### src/sv/pmpc_pkg.sv
// pmpc_pkg: types and constants of the pid motor pwm controller
// no dependencies; imported by pid_motor_pwm_controller
`default_nettype none

package pmpc_pkg;

  localparam int GAIN_W     = 16;
  localparam int WINDUP_W   = 24;
  localparam int INTEG_W    = 25;
  localparam int PWM_W      = 16;
  localparam int CFG_IDX_W  = 3;
  localparam int CFG_DATA_W = 24;
  localparam int MEM_ADDR_W = 2;
  localparam int MEM_DEPTH  = 4;

  // divide by 100, one byte of the dividend a step
  localparam int DIGIT_W     = 8;
  localparam int REM_W       = 7;
  localparam int DIV_V_W     = REM_W + DIGIT_W;
  localparam int RECIP_W     = 16;
  localparam int RECIP_SHIFT = 22;
  localparam logic [RECIP_W-1:0] RECIP_100   = 16'd41944;
  localparam logic [REM_W-1:0]   GAIN_SCALE  = 7'd100;

  localparam int POS_MAG_W = 7;
  localparam logic [9:0]           POS_SCALE     = 10'd1000;
  localparam logic [POS_MAG_W-1:0] POS_SAT_LIMIT = 7'd65;
  localparam logic [PWM_W-1:0]     PWM_FULL      = 16'hFFFF;

  localparam logic [CFG_IDX_W-1:0] REG_SPEED_P_GAIN = 3'd0;
  localparam logic [CFG_IDX_W-1:0] REG_SPEED_I_GAIN = 3'd1;
  localparam logic [CFG_IDX_W-1:0] REG_SPEED_D_GAIN = 3'd2;
  localparam logic [CFG_IDX_W-1:0] REG_SPEED_WINDUP = 3'd3;
  localparam logic [CFG_IDX_W-1:0] REG_POS_P_GAIN   = 3'd4;
  localparam logic [CFG_IDX_W-1:0] REG_POS_I_GAIN   = 3'd5;
  localparam logic [CFG_IDX_W-1:0] REG_POS_D_GAIN   = 3'd6;
  localparam logic [CFG_IDX_W-1:0] REG_POS_WINDUP   = 3'd7;

  localparam logic [GAIN_W-1:0]   SPEED_P_GAIN_RST = 16'd900;
  localparam logic [GAIN_W-1:0]   SPEED_I_GAIN_RST = 16'd100;
  localparam logic [GAIN_W-1:0]   SPEED_D_GAIN_RST = 16'd0;
  localparam logic [WINDUP_W-1:0] SPEED_WINDUP_RST = 24'd0;
  localparam logic [GAIN_W-1:0]   POS_P_GAIN_RST   = 16'd10;
  localparam logic [GAIN_W-1:0]   POS_I_GAIN_RST   = 16'd10;
  localparam logic [GAIN_W-1:0]   POS_D_GAIN_RST   = 16'd0;
  localparam logic [WINDUP_W-1:0] POS_WINDUP_RST   = 24'd10;

  typedef enum logic [6:0] {
    S_IDLE = 7'b0000001,
    S_LOAD = 7'b0000010,
    S_MUL  = 7'b0000100,
    S_PREP = 7'b0001000,
    S_DIV  = 7'b0010000,
    S_ACC  = 7'b0100000,
    S_OUT  = 7'b1000000
  } state_t;

  typedef enum logic [1:0] {
    T_P = 2'd0,
    T_I = 2'd1,
    T_D = 2'd2
  } term_t;

endpackage

`default_nettype wire

### src/sv/pid_motor_pwm_controller.sv
// pid_motor_pwm_controller: four pid loops with integral clamp driving a pwm word
// controller state in a 4-entry synchronous memory; depends on pmpc_pkg
// each request: load, then multiply, prepare, NCH divide steps and accumulate for each of P, I, D, then output;
//   NCH = ceil((max(SAMPLE_WIDTH+2, 25)+16)/8) byte steps of the shared divide-by-100
// a new request is taken only in idle, after the last result has entered the output register
// reset: sync active-low rst_n clears control and state valid bits and loads gain and windup defaults
`default_nettype none

module pid_motor_pwm_controller #(
  parameter int SAMPLE_WIDTH = 16,
  localparam int IN_DW = ((2 * SAMPLE_WIDTH + 7) / 8) * 8
) (
  input  logic                             clk,
  input  logic                             rst_n,
  input  logic                             in_tvalid,
  output logic                             in_tready,
  input  logic [IN_DW-1:0]                 in_tdata,   // measured, target
  input  logic [1:0]                       in_tuser,   // side, loop_mode
  output logic                             out_tvalid,
  input  logic                             out_tready,
  output logic [pmpc_pkg::PWM_W-1:0]       out_tdata,  // pwm_word
  output logic [1:0]                       out_tuser,  // direction, out_side
  input  logic                             cfg_valid,
  output logic                             cfg_ready,
  input  logic [pmpc_pkg::CFG_IDX_W-1:0]   cfg_index,
  input  logic [pmpc_pkg::CFG_DATA_W-1:0]  cfg_data
);
  import pmpc_pkg::*;

  localparam int SW     = SAMPLE_WIDTH;
  localparam int EW     = SW + 1;
  localparam int DFW    = SW + 2;
  localparam int AW     = (DFW > INTEG_W) ? DFW : INTEG_W;
  localparam int PW     = AW + GAIN_W + 1;
  localparam int MW     = PW - 1;
  localparam int NCH    = (MW + DIGIT_W - 1) / DIGIT_W;
  localparam int QW     = NCH * DIGIT_W;
  localparam int CNT_W  = $clog2(NCH);
  localparam int ISW    = ((EW > INTEG_W) ? EW : INTEG_W) + 1;
  localparam int ACC_W  = PW + 1;
  localparam int MEM_W  = INTEG_W + EW;

  state_t state_r, state_nxt;
  term_t  term_r, term_nxt;
  logic [CNT_W-1:0] cnt_r;

  logic signed [SW-1:0] meas_r, tgt_r;
  logic side_r, mode_r;

  logic [GAIN_W-1:0]   speed_p_gain_r, speed_i_gain_r, speed_d_gain_r;
  logic [GAIN_W-1:0]   pos_p_gain_r, pos_i_gain_r, pos_d_gain_r;
  logic [WINDUP_W-1:0] speed_windup_r, pos_windup_r;

  logic [MEM_W-1:0] mem [MEM_DEPTH];
  logic [MEM_W-1:0] rd_data_r;
  logic             rd_vld_r;
  logic [MEM_DEPTH-1:0] vld_r;

  logic signed [EW-1:0]      err_r;
  logic signed [INTEG_W-1:0] integ_r;
  logic signed [DFW-1:0]     diff_r;
  logic signed [PW-1:0]      prod_r;
  logic [QW-1:0]             mag_r, quo_r;
  logic                      neg_r;
  logic [REM_W-1:0]          rem_r;
  logic signed [ACC_W-1:0]   acc_r;

  logic                 out_tvalid_r;
  logic [PWM_W-1:0]     out_pwm_r;
  logic [1:0]           out_user_r;

  logic in_acc, cfg_acc, out_free;
  logic [MEM_ADDR_W-1:0] in_addr, addr_r;

  // state update datapath
  logic signed [INTEG_W-1:0]  rd_int;
  logic signed [EW-1:0]       rd_err;
  logic signed [EW-1:0]       err_nxt;
  logic signed [ISW-1:0]      integ_sum, lim_pos, lim_neg;
  logic [WINDUP_W-1:0]        lim;
  logic signed [INTEG_W-1:0]  integ_nxt;
  logic signed [DFW-1:0]      diff_nxt;

  // shared multiplier and divider
  logic signed [AW-1:0]       a_op;
  logic [GAIN_W-1:0]          gain_sel;
  logic signed [GAIN_W:0]     g_op;
  logic signed [PW-1:0]       prod_nxt;
  logic [PW-1:0]              prod_abs;
  logic [DIV_V_W-1:0]         div_v;
  logic [DIV_V_W+RECIP_W-1:0] div_p;
  logic [DIGIT_W-1:0]         div_q;
  logic [DIV_V_W-1:0]         div_r;
  logic signed [ACC_W-1:0]    q_s, acc_nxt;

  // output stage
  logic                       acc_neg;
  logic [ACC_W-1:0]           acc_abs;
  logic [POS_MAG_W+9:0]       pos_scaled;
  logic [PWM_W-1:0]           drive_mag;

  assign in_tready  = (state_r == S_IDLE);
  assign in_acc     = in_tvalid && in_tready;
  assign cfg_ready  = 1'b1;
  assign cfg_acc    = cfg_valid && cfg_ready;
  assign out_free   = !out_tvalid_r || out_tready;
  assign in_addr    = in_tuser;
  assign addr_r     = {mode_r, side_r};

  assign out_tvalid = out_tvalid_r;
  assign out_tdata  = out_pwm_r;
  assign out_tuser  = out_user_r;

  always_comb begin
    rd_int    = rd_vld_r ? signed'(rd_data_r[MEM_W-1:EW]) : '0;
    rd_err    = rd_vld_r ? signed'(rd_data_r[EW-1:0]) : '0;
    err_nxt   = EW'(tgt_r) - EW'(meas_r);
    integ_sum = ISW'(rd_int) + ISW'(err_nxt);
    lim       = mode_r ? pos_windup_r : speed_windup_r;
    lim_pos   = signed'(ISW'(lim));
    lim_neg   = -lim_pos;
    priority if (integ_sum > lim_pos) begin
      integ_nxt = INTEG_W'(lim_pos);
    end else if (integ_sum < lim_neg) begin
      integ_nxt = INTEG_W'(lim_neg);
    end else begin
      integ_nxt = INTEG_W'(integ_sum);
    end
    diff_nxt = DFW'(err_nxt) - DFW'(rd_err);
  end

  always_comb begin
    unique case (term_r)
      T_P: begin
        a_op     = AW'(err_r);
        gain_sel = mode_r ? pos_p_gain_r : speed_p_gain_r;
      end
      T_I: begin
        a_op     = AW'(integ_r);
        gain_sel = mode_r ? pos_i_gain_r : speed_i_gain_r;
      end
      T_D: begin
        a_op     = AW'(diff_r);
        gain_sel = mode_r ? pos_d_gain_r : speed_d_gain_r;
      end
      default: begin
        a_op     = '0;
        gain_sel = '0;
      end
    endcase
    g_op     = signed'({1'b0, gain_sel});
    prod_nxt = a_op * g_op;
    prod_abs = prod_r[PW-1] ? PW'(-prod_r) : PW'(prod_r);

    div_v = {rem_r, mag_r[QW-1 -: DIGIT_W]};
    div_p = div_v * RECIP_100;
    div_q = div_p[RECIP_SHIFT +: DIGIT_W];
    div_r = div_v - DIV_V_W'(div_q) * DIV_V_W'(GAIN_SCALE);

    q_s     = signed'(ACC_W'(quo_r[MW-1:0]));
    acc_nxt = neg_r ? (acc_r - q_s) : (acc_r + q_s);
  end

  always_comb begin
    acc_neg    = acc_r[ACC_W-1];
    acc_abs    = acc_neg ? ACC_W'(-acc_r) : ACC_W'(acc_r);
    pos_scaled = acc_abs[POS_MAG_W-1:0] * POS_SCALE;
    if (mode_r) begin
      drive_mag = (acc_abs > ACC_W'(POS_SAT_LIMIT)) ? PWM_FULL : pos_scaled[PWM_W-1:0];
    end else begin
      drive_mag = (acc_abs > ACC_W'(PWM_FULL)) ? PWM_FULL : acc_abs[PWM_W-1:0];
    end
  end

  always_comb begin
    state_nxt = state_r;
    term_nxt  = term_r;
    unique case (term_r)
      T_P:     term_nxt = T_I;
      T_I:     term_nxt = T_D;
      default: term_nxt = T_P;
    endcase
    unique case (state_r)
      S_IDLE: if (in_tvalid) state_nxt = S_LOAD;
      S_LOAD: state_nxt = S_MUL;
      S_MUL:  state_nxt = S_PREP;
      S_PREP: state_nxt = S_DIV;
      S_DIV:  if (cnt_r == CNT_W'(NCH - 1)) state_nxt = S_ACC;
      S_ACC:  state_nxt = (term_r == T_D) ? S_OUT : S_MUL;
      S_OUT:  if (out_free) state_nxt = S_IDLE;
      default: state_nxt = S_IDLE;
    endcase
  end

  // controller state memory
  always_ff @(posedge clk) begin
    if (in_acc) rd_data_r <= mem[in_addr];
    if (state_r == S_LOAD) mem[addr_r] <= {integ_nxt, err_nxt};
  end

  always_ff @(posedge clk) begin
    if (!rst_n) begin
      state_r        <= S_IDLE;
      term_r         <= T_P;
      vld_r          <= '0;
      rd_vld_r       <= 1'b0;
      out_tvalid_r   <= 1'b0;
      speed_p_gain_r <= SPEED_P_GAIN_RST;
      speed_i_gain_r <= SPEED_I_GAIN_RST;
      speed_d_gain_r <= SPEED_D_GAIN_RST;
      speed_windup_r <= SPEED_WINDUP_RST;
      pos_p_gain_r   <= POS_P_GAIN_RST;
      pos_i_gain_r   <= POS_I_GAIN_RST;
      pos_d_gain_r   <= POS_D_GAIN_RST;
      pos_windup_r   <= POS_WINDUP_RST;
    end else begin
      state_r <= state_nxt;
      if (cfg_acc) begin
        unique case (cfg_index)
          REG_SPEED_P_GAIN: speed_p_gain_r <= cfg_data[GAIN_W-1:0];
          REG_SPEED_I_GAIN: speed_i_gain_r <= cfg_data[GAIN_W-1:0];
          REG_SPEED_D_GAIN: speed_d_gain_r <= cfg_data[GAIN_W-1:0];
          REG_SPEED_WINDUP: speed_windup_r <= cfg_data[WINDUP_W-1:0];
          REG_POS_P_GAIN:   pos_p_gain_r   <= cfg_data[GAIN_W-1:0];
          REG_POS_I_GAIN:   pos_i_gain_r   <= cfg_data[GAIN_W-1:0];
          REG_POS_D_GAIN:   pos_d_gain_r   <= cfg_data[GAIN_W-1:0];
          REG_POS_WINDUP:   pos_windup_r   <= cfg_data[WINDUP_W-1:0];
        endcase
      end
      if (in_acc) rd_vld_r <= vld_r[in_addr];
      if (state_r == S_LOAD) begin
        vld_r[addr_r] <= 1'b1;
        term_r        <= T_P;
      end
      if (state_r == S_ACC) term_r <= term_nxt;
      if (state_r == S_OUT && out_free) begin
        out_tvalid_r <= 1'b1;
      end else if (out_tready) begin
        out_tvalid_r <= 1'b0;
      end
    end
  end

  // datapath registers
  always_ff @(posedge clk) begin
    if (in_acc) begin
      meas_r <= signed'(in_tdata[SW-1:0]);
      tgt_r  <= signed'(in_tdata[2*SW-1:SW]);
      side_r <= in_tuser[0];
      mode_r <= in_tuser[1];
    end
    if (state_r == S_LOAD) begin
      err_r   <= err_nxt;
      integ_r <= integ_nxt;
      diff_r  <= diff_nxt;
      acc_r   <= '0;
    end
    if (state_r == S_MUL) prod_r <= prod_nxt;
    if (state_r == S_PREP) begin
      neg_r <= prod_r[PW-1];
      mag_r <= QW'(prod_abs[MW-1:0]);
      rem_r <= '0;
      cnt_r <= '0;
    end
    if (state_r == S_DIV) begin
      mag_r <= mag_r << DIGIT_W;
      quo_r <= {quo_r[QW-DIGIT_W-1:0], div_q};
      rem_r <= div_r[REM_W-1:0];
      cnt_r <= cnt_r + 1'b1;
    end
    if (state_r == S_ACC) acc_r <= acc_nxt;
    if (state_r == S_OUT && out_free) begin
      out_pwm_r  <= PWM_FULL - drive_mag;
      out_user_r <= {side_r, acc_neg};
    end
  end

endmodule

`default_nettype wire

### config.mk
export PLATFORM = sky130hd
export DESIGN_NAME = pid_motor_pwm_controller
export DESIGN_NICKNAME = d
export VERILOG_FILES = /design/src/sv/pmpc_pkg.sv /design/src/sv/pid_motor_pwm_controller.sv
export SDC_FILE = /design/constraint.sdc
export NUM_CORES = 2
export LEC_CHECK = 0
export BUFFER_PORTS_ARGS = -buffer_cell sky130_fd_sc_hd__buf_2
export CORE_MARGIN = 2
export CORE_UTILIZATION = 55
export CTS_CLUSTER_SIZE = 14
export DETAILED_ROUTE_END_ITERATION = 10
export PLACE_DENSITY_LB_ADDON = 0.1
export SLEW_MARGIN = 20
export SYNTH_ARGS = -nofsm -noshare
export SYNTH_HDL_FRONTEND = slang
export SYNTH_SLANG_ARGS = --single-unit
### constraint.sdc
create_clock -name clk -period 8.3 [get_ports clk]
set_input_delay 0 -clock clk [delete_from_list [all_inputs] [get_ports clk]]
set_output_delay 0 -clock clk [all_outputs]
set_load 0.03 [all_outputs]
Word-level counts from Yosys, hierarchy flattened --
Memories as Yosys holds them, arrays and structs flattened. A register that Yosys moved wholly into a read port is not among the register bits. Cells that the tools add are included.
Storage, ports and cells: output and inout bits 21, word-level logic and storage cells 133, bits in writable memories 168, memories kept 1, register bits 456, input bits 66
Cells by class: reduce and logical (&&, ||, !) cells 19, multiply operators 4, eq/ne operators 20, magnitude comparators 7, muxes and demuxes 40, bitwise logic cells 1, $add $sub $neg 11
Memory list:
- mem | depth 4, width 42, rd ports 1, clocked after Yosys merged registers in 1, write ports 1, RTL line pid_motor_pwm_controller.sv:54 | logic [MEM_W-1:0] mem [MEM_DEPTH];
Operator list (count):
- $mux W43 | 4
- $mux W16 | 6
- $mux W48 | 2
- $mux W25 | 3
- $pmux W25 S3 | 1
- $pmux W7 S7 | 1
- $pmux W16 S3 | 1
- $add A43 B42 Y43 | 1
- $gt A43 B16 Y1 const B | 1
- $gt A43 B7 Y1 const B | 1
- $neg A43 Y43 | 1
- $sub A43 B42 Y43 | 1
- $mul A25 B17 Y42 | 1
- $mux W7 | 6
- $mux W41 | 1
- $neg A41 Y41 | 1
- $mul A15 B13 Y27 const B | 1
- $add A25 B17 Y26 | 1
- $gt A26 B25 Y1 | 1
- $lt A26 B26 Y1 | 1
- $neg A24 Y26 | 1
- $mux W24 | 1
- $sub A17 B17 Y18 | 1
- $mux W17 | 1
- 36 further kinds | 62

Logic depth before layout (Yosys ltp) --
depth after elaboration 6, gate-level depth with buffers 36, mapped depth without buffers 35

Worst setup path after synthesis --
OpenSTA, ideal clock, no wires.
path type register to register, from register mode_r, to register prod_r[41], data pin, data required time 8.040 ns, buffers on the path 8, slack -0.629 ns, cell stages (with the launch flop) 31, setup time 0.260 ns, period minus slack after synthesis 8.929 ns, arrival time 8.669 ns, path through edfxtp_1 buf_2 buf_1 buf_1 clkbuf_1 clkbuf_1 clkbuf_1 o21a_1 clkbuf_1 nand2_1 fa_1 inv_1 fa_1 fa_1 fa_1 fa_1 inv_1 fa_1 inv_1 ha_1 clkbuf_1 a21o_1 a31o_2 a221oi_1 o21ai_0 a21o_1 a2111oi_0 nor2_1 a211o_1 a21oi_1 xnor2_1
On the way: word-level cells in the longest chain between the ends 3, elaborated cells between the ends (all ways) 5, classes of those cells mul: 1; mux: 4
Ends and longest elaborated chain:
- start: declaration | RTL line pid_motor_pwm_controller.sv:48 | logic side_r, mode_r;
- start signal: assignment | RTL line pid_motor_pwm_controller.sv:250 | mode_r <= in_tuser[1];
- $mux W16, on equally long branches | RTL line pid_motor_pwm_controller.sv:144, pid_motor_pwm_controller.sv:136, pid_motor_pwm_controller.sv:140
- $pmux W16 S3 (*) | RTL line pid_motor_pwm_controller.sv:133 | unique case (term_r)
- $mul A25 B17 Y42 (*) | RTL line pid_motor_pwm_controller.sv:152 | prod_nxt = a_op * g_op;
- named net prod_nxt[41] | RTL line pid_motor_pwm_controller.sv:88 | logic signed [PW-1:0] prod_nxt;
- end signal: assignment | RTL line pid_motor_pwm_controller.sv:258 | if (state_r == S_MUL) prod_r <= prod_nxt;
- end: declaration | RTL line pid_motor_pwm_controller.sv:62 | logic signed [PW-1:0] prod_r;
Mark *: on every way through the listed nets, which the timed path passes. The rest lies on a longest branch. A chain may end at the register's enable or synchronous reset.

Worst setup path in the final report --
from register term_r[0], to register prod_r[41], data pin
On the way: word-level cells in the longest chain between the ends 3, elaborated cells between the ends (all ways) 6, classes of those cells mul: 1; eq/ne: 2; mux: 2; reduce/logical: 1
Ends and longest elaborated chain:
- start: declaration | RTL line pid_motor_pwm_controller.sv:44 | term_t term_r, term_nxt;
- start signal: assignment | RTL line pid_motor_pwm_controller.sv:235 | if (state_r == S_ACC) term_r <= term_nxt;
- $eq A2 B2 Y1 (tied with other cells) | RTL line pid_motor_pwm_controller.sv:133
- $pmux W25 S3 or $pmux W16 S3 (tied branches) | RTL line pid_motor_pwm_controller.sv:133
- $mul A25 B17 Y42 (*) | RTL line pid_motor_pwm_controller.sv:152
- named net prod_nxt[41] | RTL line pid_motor_pwm_controller.sv:88
Marked as above.

==> results.md <==
- tgt_r[6] — hold worst-path end
- 2,856 — Iter 0 DRT Violations
- edfxtp_1 — cell taking the most area after synthesis
- 0.244 — slew margin rel.
- yes — clock tree from TritonCTS
- 0 — Slew Viols, Final
- 83 — Cell variety after synth
- 214 mm — global-route wire length before repair
- 0 — Post-synth ARST share
- 0 — DRC violations left
- 11.1% — layout overhead on the synthesized area
- 0.130 — area fraction in and, or, nand and nor cells after synthesis
- 5.60 — routed vias/inst
- term_r[0] — Critical path origin
- 101 mm — DP HPWL
- edfxtp_1 — most used flip-flop cell after synthesis
- 87 — number of primary I/O pins
- 26 — depth of the most critical reg-to-reg path
- 5,351 — synthesized instance count
- 0.343 — register area share after synthesis
- 666 — FF+latch count, synth
- 19.6 um — wire length per cell after detailed routing
- completed — outcome
- 0.38 ns — R2R Setup Slk
- 316 um — vertical extent of the die
- 499 — number of enable-type register cells in the synthesized netlist
- 666 — CTS sink cnt
- 6,298 — nets in the synthesized netlist
- 3 — H-tree depth
- 85 — number of port buffers
- adder cells — dominant combinational cell family by area after synthesis
- 7 — DRT Pass-1 Iters
- 0.06 ns — Worst-path clk slew
- dfxtp_4 — slowest cell on the critical path
- 0.0852 — share of final-layout standard cells stronger than drive strength 1
- flip-flop — kind of start point of the critical path
- 0.68 ns — clock latency at the later pin of the worst-skew pair
- 38,700 — vias in the first global route
- 135 mm — Routed WL
- 56,100 um^2 — dpl cell area
- prod_r[41] — Reg-to-Reg End
- 0.904 — Final GP Congestion
- fa_1 — critical path's most frequent cell
- clkbuf_16 — clock root buffer
- 0.275 — combined global-route utilization of all metal layers
- 0 — final setup fails
- 0.0441 — XOR/XNOR Fraction of Synth Area
- 0.107 — share of the synthesized area in compound gates (AO/OA/AOI/OAI)
- 114 — maximum number of pins on one net before global-route repair
- 0.0361 ns — worst-case hold slack
- 9.99 um^2 — average instance area after synthesis
- adder cells — cell family with the largest share of critical-path delay
- 316 um — die span in x
- 38,500 — detailed-route via count
- 8.31 ns — Worst Path Arrival
- 0 — total global routing overflow
- flip-flop — crit path capture type
- 0.954 — period utilization
- 126 MHz — Max Freq
- 4 — combined buffer and inverter count along the critical path
- edfxtp_1 28%, fa_1 18%, ha_1 9.3%, dfxtp_1 6.3%, inv_1 5.2% — cell types occupying the most area after synthesis
- 2 — hold path cells
- 0.106 ns — Place WS
- 0 — max cap viols
- 1 — antenna violations before repair
- 53,500 um^2 — Syn Std Cell Area
- 114 — Row Count
- term_r[0] — source of the worst register-to-register timing path
- 7.92 ns — Final Critical Period
- 99,700 um^2 — Die Area
- 8.69 ns — critical path data required time
- 0.56 ns — peak per-stage delay on the critical path
- 0.0345 — post-synthesis mux area share
- 0.554 — effective utilization at floorplan
- 0 — antenna viol nets, final
- flip-flop to flip-flop — WS Path Type
- 0.274 — fraction of the mapped netlist area in adder cells
- primary input to flip-flop — Hold Path Class
- 0.379 ns — smallest setup slack after layout
- 0 — number of warning messages in the yosys log
- 0.280 — Synth top area share
- 28 — worst-path maximum fanout
- 59,400 um^2 — area of all placed cells without fillers
- 0 — Hold Fails Final Rpt
- 6,489 — net total in the final layout
- 0.0409 ns — final setup skew
- in_tdata[22] — HP Start
- 1.13 ns — transition time at the pin with the least slew margin
- 96,600 um^2 — core outline area
- 74 — number of buffers created by CTS
- 3 — worst-case clock buffer depth
## Yosys cell counts, drive strengths merged, types with 141 or more instances
cell and count:
nand2 723, nor2 416, a21boi 141, inv 737, xnor2 190, ha 399, dfxtp 167, clkbuf 170
edfxtp 499, fa 482, a21oi 209, o21ai 178
## layout by cell type, fill, tap and decap left out, types with 19 or more instances in the layout
cell type      count
nor4_1            21
xnor2_1          190
buf_2             84
nand4_1           31
a21o_1            52
inv_1            735
xor2_1            79
clkbuf_16         76
dfxtp_1          165
o21ai_0          164
or3_1             24
edfxtp_1         499
ha_1             399
mux4_2            43
nor3_1            72
nand2_1          722
nor2b_1           48
mux2i_1           80
a21oi_1          208
a21boi_0         141
buf_4            141
o22ai_1           43
fa_1             482
nor2_1           412
and2_1            59
nand3_1           65
a211oi_1          19
o31ai_1           24
o21a_1            53
o21bai_1          26
nand2b_1          36
dlygate4sd3_1     76
a31oi_1           23
## per-stage QoR
stage                      util  setup TNS [ns]  std cells
final                     0.615               0       6877
after floorplan               -               0       5351
after detailed placement  0.581               0       6662
after CTS                 0.614               0       6872
after global placement    0.581               0       6662
after global routing      0.615        -0.00179       6877
## what timing repair did
action	in CTS	in global routing
hold buffers	76	0
endpoints found under the hold margin	192	0
gates resized for setup	0	26
buffers inserted	0	3
endpoints found under the setup margin	0	106
## layer usage
layer | vias up | track usage | wire length, um | share of wire
li1 | 18300 | - | - | -
met1 | 18900 | 0.368 | 58600 | 0.43
met2 | 1060 | 0.461 | 64200 | 0.48
met3 | 242 | 0.0387 | 6790 | 0.050
met4 | 0 | 0.0980 | 5110 | 0.038
met5 | - | 0 | 0 | 0
## logic make-up (layout without fill, tap and decap cells)
family / after synthesis / after routing
compound gates: 887 / 887
other cells: 1 / 2
mux: 130 / 130
flops: 666 / 666
xor+xnor: 269 / 269
fa+ha+maj: 881 / 881
simple gates: 1577 / 1577
buf+inv: 940 / 1189
## worst max-delay path by stage
stage                       to  slack [ns]  cells after the start
floorplan           prod_r[41]       0.007                     30
global placement    prod_r[40]        0.19                     25
detailed placement  prod_r[40]        0.11                     25
CTS                 prod_r[40]        0.04                     25
global route        prod_r[41]      -0.002                     28
finish              prod_r[41]        0.38                     26
## cell type report
type | count | area (um^2)
fill | 8073 | 37200
multi-input combinational | 3745 | 31700
sequential | 666 | 18300
inverter | 738 | 2770
timing repair buffer | 317 | 2550
clock buffer | 97 | 2020
tap | 1276 | 1600
clock inverter | 37 | 435
antenna | 1 | 2.50
## registers in the layout (all words and copies together) (netlist names), 17 cells and up
name	flops
diff_r	18
err_r	17
prod_r	42
rd_data_r	42
integ_r	25
quo_r	41
pos_windup_r	24
mem	168
acc_r	43
speed_windup_r	24
mag_r	48
Power is not shown: default switching activity piles up to over one toggle a cycle in this logic, so the estimate is an artifact.
